<file path="config.mk">
export PLATFORM = sky130hd
export DESIGN_NAME = pts_front
export DESIGN_NICKNAME = d
export VERILOG_FILES = /design/src/hdl/pts_pkg.sv /design/src/hdl/pts_front.sv
export SDC_FILE = /design/constraint.sdc
export NUM_CORES = 1
export LEC_CHECK = 0
export CAP_MARGIN = 0
export CORE_ASPECT_RATIO = 0.8
export CORE_MARGIN = 5
export CORE_UTILIZATION = 35
export CTS_CLUSTER_DIAMETER = 200
export DETAILED_ROUTE_END_ITERATION = 12
export DONT_BUFFER_PORTS = 1
export MAX_ROUTING_LAYER = met4
export PLACE_DENSITY_LB_ADDON = 0.15
export SYNTH_ARGS = -nofsm -noshare
export SYNTH_HDL_FRONTEND = slang
export SYNTH_SLANG_ARGS = --single-unit
</file>
<file path="constraint.sdc">
create_clock -name clk -period 6 [get_ports clk]
set_input_delay 1.2 -clock clk [delete_from_list [all_inputs] [get_ports clk]]
set_output_delay 1.2 -clock clk [all_outputs]
set_load 0.005 [all_outputs]
</file>
<file path="src/hdl/pts_pkg.sv">
// Shared types and constants of the prefix traffic statistics block.
package pts_pkg;

	localparam int unsigned PREFIXES_DEF = 64;
	localparam int unsigned CLASS_CNT    = 4;
	localparam int unsigned RES_DEPTH    = 4;
	localparam logic [15:0] ALPHA_RST    = 16'd58982;

	// action codes of an input item
	localparam logic [1:0] ACT_DATA   = 2'd0;
	localparam logic [1:0] ACT_LOSS   = 2'd1;
	localparam logic [1:0] ACT_UPDATE = 2'd2;
	localparam logic [1:0] ACT_NONE   = 2'd3;

	localparam logic [1:0] IDLE_SAT = 2'd2;

	typedef enum logic [1:0] {
		CMD_DATA = 2'd0,
		CMD_LOSS = 2'd1,
		CMD_UPD  = 2'd2
	} cmd_kind_t;

	// mask bit 0 wired, 1 wifi, 2 cellular, 3 all
	typedef struct packed {
		cmd_kind_t   kind;
		logic [5:0]  prefix;
		logic [3:0]  mask;
		logic [15:0] size;
		logic [15:0] rtt;
		logic [47:0] now;
	} cmd_t;

	typedef struct packed {
		logic [31:0] pkt;
		logic [47:0] bytes;
		logic [31:0] loss;
		logic [1:0]  idle;
		logic [31:0] lat;
		logic [31:0] thr;
		logic [15:0] lrate;
	} cls_rec_t;

	typedef struct packed {
		logic [47:0]                  last_time;
		cls_rec_t [CLASS_CNT-1:0]     cls;
	} row_t;

	typedef struct packed {
		logic [5:0]  prefix;
		logic [1:0]  tclass;
		logic [31:0] lat;
		logic [31:0] thr;
		logic [15:0] lrate;
		logic        last;
	} res_t;

endpackage

</file>
<file path="src/hdl/pts_front.sv">
// Front end: accepts items, drops ignored ones, queues commands for the back end.
module pts_front #(
	parameter int unsigned PREFIXES = pts_pkg::PREFIXES_DEF
) (
	input  logic               clk,
	input  logic               arst_n,
	input  logic               push,
	output logic               full,
	input  logic [1:0]         action,
	input  logic [5:0]         prefix_index,
	input  logic               on_wired,
	input  logic               on_wifi,
	input  logic               on_cellular,
	input  logic               include_all,
	input  logic [15:0]        pkt_len,
	input  logic [15:0]        rtt,
	input  logic [47:0]        now,
	input  logic               clearing,
	output logic               cmd_empty,
	input  logic               cmd_pop,
	output pts_pkg::cmd_t      cmd
);

	localparam logic [16:0] PFX_LIM = 17'(PREFIXES);

	pts_pkg::cmd_t q_q [2];
	logic          wr_q;
	logic          rd_q;
	logic [1:0]    cnt_q;
	logic          accept;
	logic          keep;
	pts_pkg::cmd_t cls_cmd;

	assign full   = clearing || (cnt_q == 2'd2);
	assign accept = push && !full;

	always_comb begin
		cls_cmd.prefix = prefix_index;
		cls_cmd.mask   = {include_all, on_cellular, on_wifi, on_wired};
		cls_cmd.size   = pkt_len;
		cls_cmd.rtt    = rtt;
		cls_cmd.now    = now;
		cls_cmd.kind   = pts_pkg::CMD_DATA;
		keep           = ({11'd0, prefix_index} < PFX_LIM);
		unique case (action)
			pts_pkg::ACT_DATA: begin
				cls_cmd.kind = pts_pkg::CMD_DATA;
				keep         = keep && (cls_cmd.mask != 4'd0);
			end
			pts_pkg::ACT_LOSS: begin
				cls_cmd.kind = pts_pkg::CMD_LOSS;
				keep         = keep && (cls_cmd.mask != 4'd0);
			end
			pts_pkg::ACT_UPDATE: begin
				cls_cmd.kind = pts_pkg::CMD_UPD;
			end
			default: begin
				keep = 1'b0;
			end
		endcase
	end

	always_ff @(posedge clk) begin
		if (accept && keep) begin
			q_q[wr_q] <= cls_cmd;
		end
	end

	always_ff @(posedge clk or negedge arst_n) begin
		if (!arst_n) begin
			wr_q  <= 1'b0;
			rd_q  <= 1'b0;
			cnt_q <= 2'd0;
		end else begin
			if (accept && keep) begin
				wr_q <= !wr_q;
			end
			if (cmd_pop) begin
				rd_q <= !rd_q;
			end
			cnt_q <= cnt_q + 2'(accept && keep) - 2'(cmd_pop);
		end
	end

	assign cmd_empty = (cnt_q == 2'd0);
	assign cmd       = q_q[rd_q];

	a_no_accept_clear: assert property (@(posedge clk) disable iff (!arst_n)
		clearing |-> !accept)
		else $error("item accepted during clearing pass");

endmodule

</file>
==> results.yml <==
min_path:
  hold_path.class: "input pin to async pin"
die:
  die_h_um: 138
  coreArea_sq_um: 20000
  initial_core_util_pct: 35.8
  chipWidth_um: 170
  die-area_sq_um: 23400
  ios: 191
  rows: 46
synth:
  synth_cells: 311
  synthTopCellsByArea: "edfxtp_1, mux2_4, mux2_2, dfrtp_1, buf_6"
  ys_seq_elements: 188
  synth_area_sq_um: 7150
  ys_seq_area_share_pct: 78.7
  syn_nets: 410
  synth_cell_types: 17
  synth_warnings: 0
  syn_area_per_cell_sq_um: 23.0
  synth_top_area_share_pct: 77.3
  yosys.area.top_type: "edfxtp_1"
critical_path:
  critPathLaunchType: "register"
  rrSetupSlack_ns: 3.28
  cp_max_fo: 44
  end_kind: "output pin"
  critical_path_class: "register to output pin"
  arrival_ns: 2.02
  r2r.worst_path.cells: 5
  timing.rr.end: "q_q[1][12]"
  r2r-start: "cnt_q[0]"
  critPathRequiredTime_ns: 4.80
clock_network:
  cts_tree: "built"
  cts_max_level: 4
  clk-insertion-delay-late_ns: 0.42
  clk_pin_slew_ns: 0.07
  cts_root_buffer: "clkbuf_16"
  cts_setup_buffers: 0
  ctsResizeCount: 0
  numCtsBuffers: 17
  cts.sinks: 188
  holdBufCountCts: 0
  cts_buffer_depth: 2
finish:
  final_area_sq_um: 8070
  fin_util_pct: 40.4
  syn_to_final_growth_pct: 12.9
  finalNetCount: 424
  antenna_cells: 0
  layout-drive-gt1-share_pct: 37.6
  final-seq-area_sq_um: 5630
  multi_input_area_sq_um: 1430
  fill_cells: 1786
detailed_routing:
  dr.pass1.iters: 4
  routed_via_density: 4.68
  drt-total-wl_um: 12800
  ant_nets: 0
  drtIter0Drc: 102
  vias: 2819
  drc: 0
  wl_per_cell_um: 21.3
timing:
  fin_crit_sh_pct: 53.6
  relSlewSlack_pct: 38.4
  setup_viol: 0
  fmax_mhz: 311
  finalWorstPathRequiredPeriod_ns: 3.22
  fin_setup_tns_ns: 0
  drv_slew: 0
  fin_worst_skew_ns: 0.00979
  worst_slew_pin_slew_ns: 0.922
  finalHoldViolCount: 0
  rsz0062_at_grt: "false"
global_routing:
  grt_usage_pct: 11.2
  grt_max_degree: 64
  antenna_found_initial: 0
  overflow: 0
  grt_pass1_vias: 3044
  grt_pass1_wl_um: 18500
power_and_ir_drop:
  irDropWorstVdd_v: 0.000228
  power_density_nw_per_um2: 443
  p_leak_nw: 2.77
  p_total_w: 0.00358
job:
  cap_violations: 0
place:
  placed_area_sq_um: 7450
  portBuffers: 0
  place_congestion: 0.695
run_status:
  status: "completed"
[flip-flops by register name, summed over array words and instances (netlist names)]
| signal | cells |
|---|---|
| q_q | 184 |
| cnt_q | 2 |
| wr_q | 1 |
| rd_q | 1 |
[metal layers]
layer  wire length (um)  vias to the layer above  share of wire (%)  track usage, %
met4                142                        0                1.1            3.62
met5                  0                        -                  0               -
met3               2130                       11                 17            8.06
met1               4710                     1424                 37            12.1
met2               5860                      137                 46            16.3
li1                   -                     1247                  -               -
[cell usage in the layout (no fill, tap or decap)]
cell type / n
clkinvlp_4: 1
a21oi_1: 1
buf_4: 4
nor2_1: 2
nand2_1: 2
nand4_1: 1
clkbuf_16: 17
dfrtp_4: 1
nor3_1: 1
dfrtp_1: 3
inv_6: 3
edfxtp_1: 184
nor2b_1: 2
inv_8: 1
clkinv_4: 1
mux2_4: 70
xor2_1: 1
clkbuf_1: 2
ha_1: 2
clkinv_1: 3
bufinv_16: 4
inv_1: 4
nor2_4: 2
mux2_2: 22
xnor2_1: 3
buf_12: 1
[kinds of logic (layout without fill, tap and decap cells)]
logic type      count (synthesis)  in the layout  share of synthesized area [%]
flops                         188            188                           78.7
mux                            92             92                           18.2
buf+inv                        14             41                           1.56
simple gates                   10             10                          0.648
xor+xnor                        4              4                          0.490
fa+ha+maj                       2              2                          0.350
compound gates                  1              1                         0.0700
[synthesized netlist by cell type]
master / count
nor3_1: 1
edfxtp_1: 184
nor2b_1: 2
nand4_1: 1
a21oi_1: 1
inv_1: 4
xor2_1: 1
ha_1: 2
nand2_1: 2
mux2_4: 70
nor2_1: 4
dfrtp_1: 4
buf_6: 7
buf_2: 2
buf_4: 1
mux2_2: 22
xnor2_1: 3
[stage by stage]
| step | worst slack (ns) | hold WS [ns] | instances |
|---|---|---|---|
| 6_report | 2.78 | 0.470 | 602 |
| 5_1_grt | 2.66 | 0.435 | 602 |
| 2_1_floorplan | 0.0452 | 0.468 | 311 |
| 3_3_place_gp | 2.55 | 0.531 | 570 |
| 3_5_place_dp | 2.47 | 0.535 | 570 |
| 4_1_cts | 2.69 | 0.445 | 602 |
[critical path, stage by stage, from the launching register on]
cell and delay (ns):
dfrtp_4 0.50, buf_4 0.61, mux2_2 0.45
[final cells by class]
| type | count | area share [%] |
|---|---|---|
| Timing Repair Buffer | 5 | 0.620 |
| Clock inverter | 13 | 2.30 |
| Multi-Input combinational cell | 109 | 17.7 |
| Sequential cell | 188 | 69.8 |
| Inverter | 4 | 0.186 |
| Tap cell | 264 | 4.09 |
| Clock buffer | 19 | 5.37 |
[report_power, final]
group          internal (W)  switching (W)  total (W)
sequential          0.00159      0.0000454    0.00164
clock              0.000701       0.000469    0.00117
combinational      0.000388       0.000380   0.000768
total               0.00268       0.000894    0.00358
[worst max-delay path by stage]
stage | startpoint | slack [ns] | endpoint | depth (start not counted)
2_1_floorplan | clearing | 0.05 | q_q[0][0] | 3
3_3_place_gp | clearing | 2.55 | q_q[1][13] | 4
3_5_place_dp | clearing | 2.47 | q_q[1][30] | 4
4_1_cts | rd_q | 2.69 | cmd[91] | 2
5_1_grt | rd_q | 2.66 | cmd[91] | 2
6_report | rd_q | 2.78 | cmd[91] | 2
No activity file was read; power rests on OpenSTA's default activity.
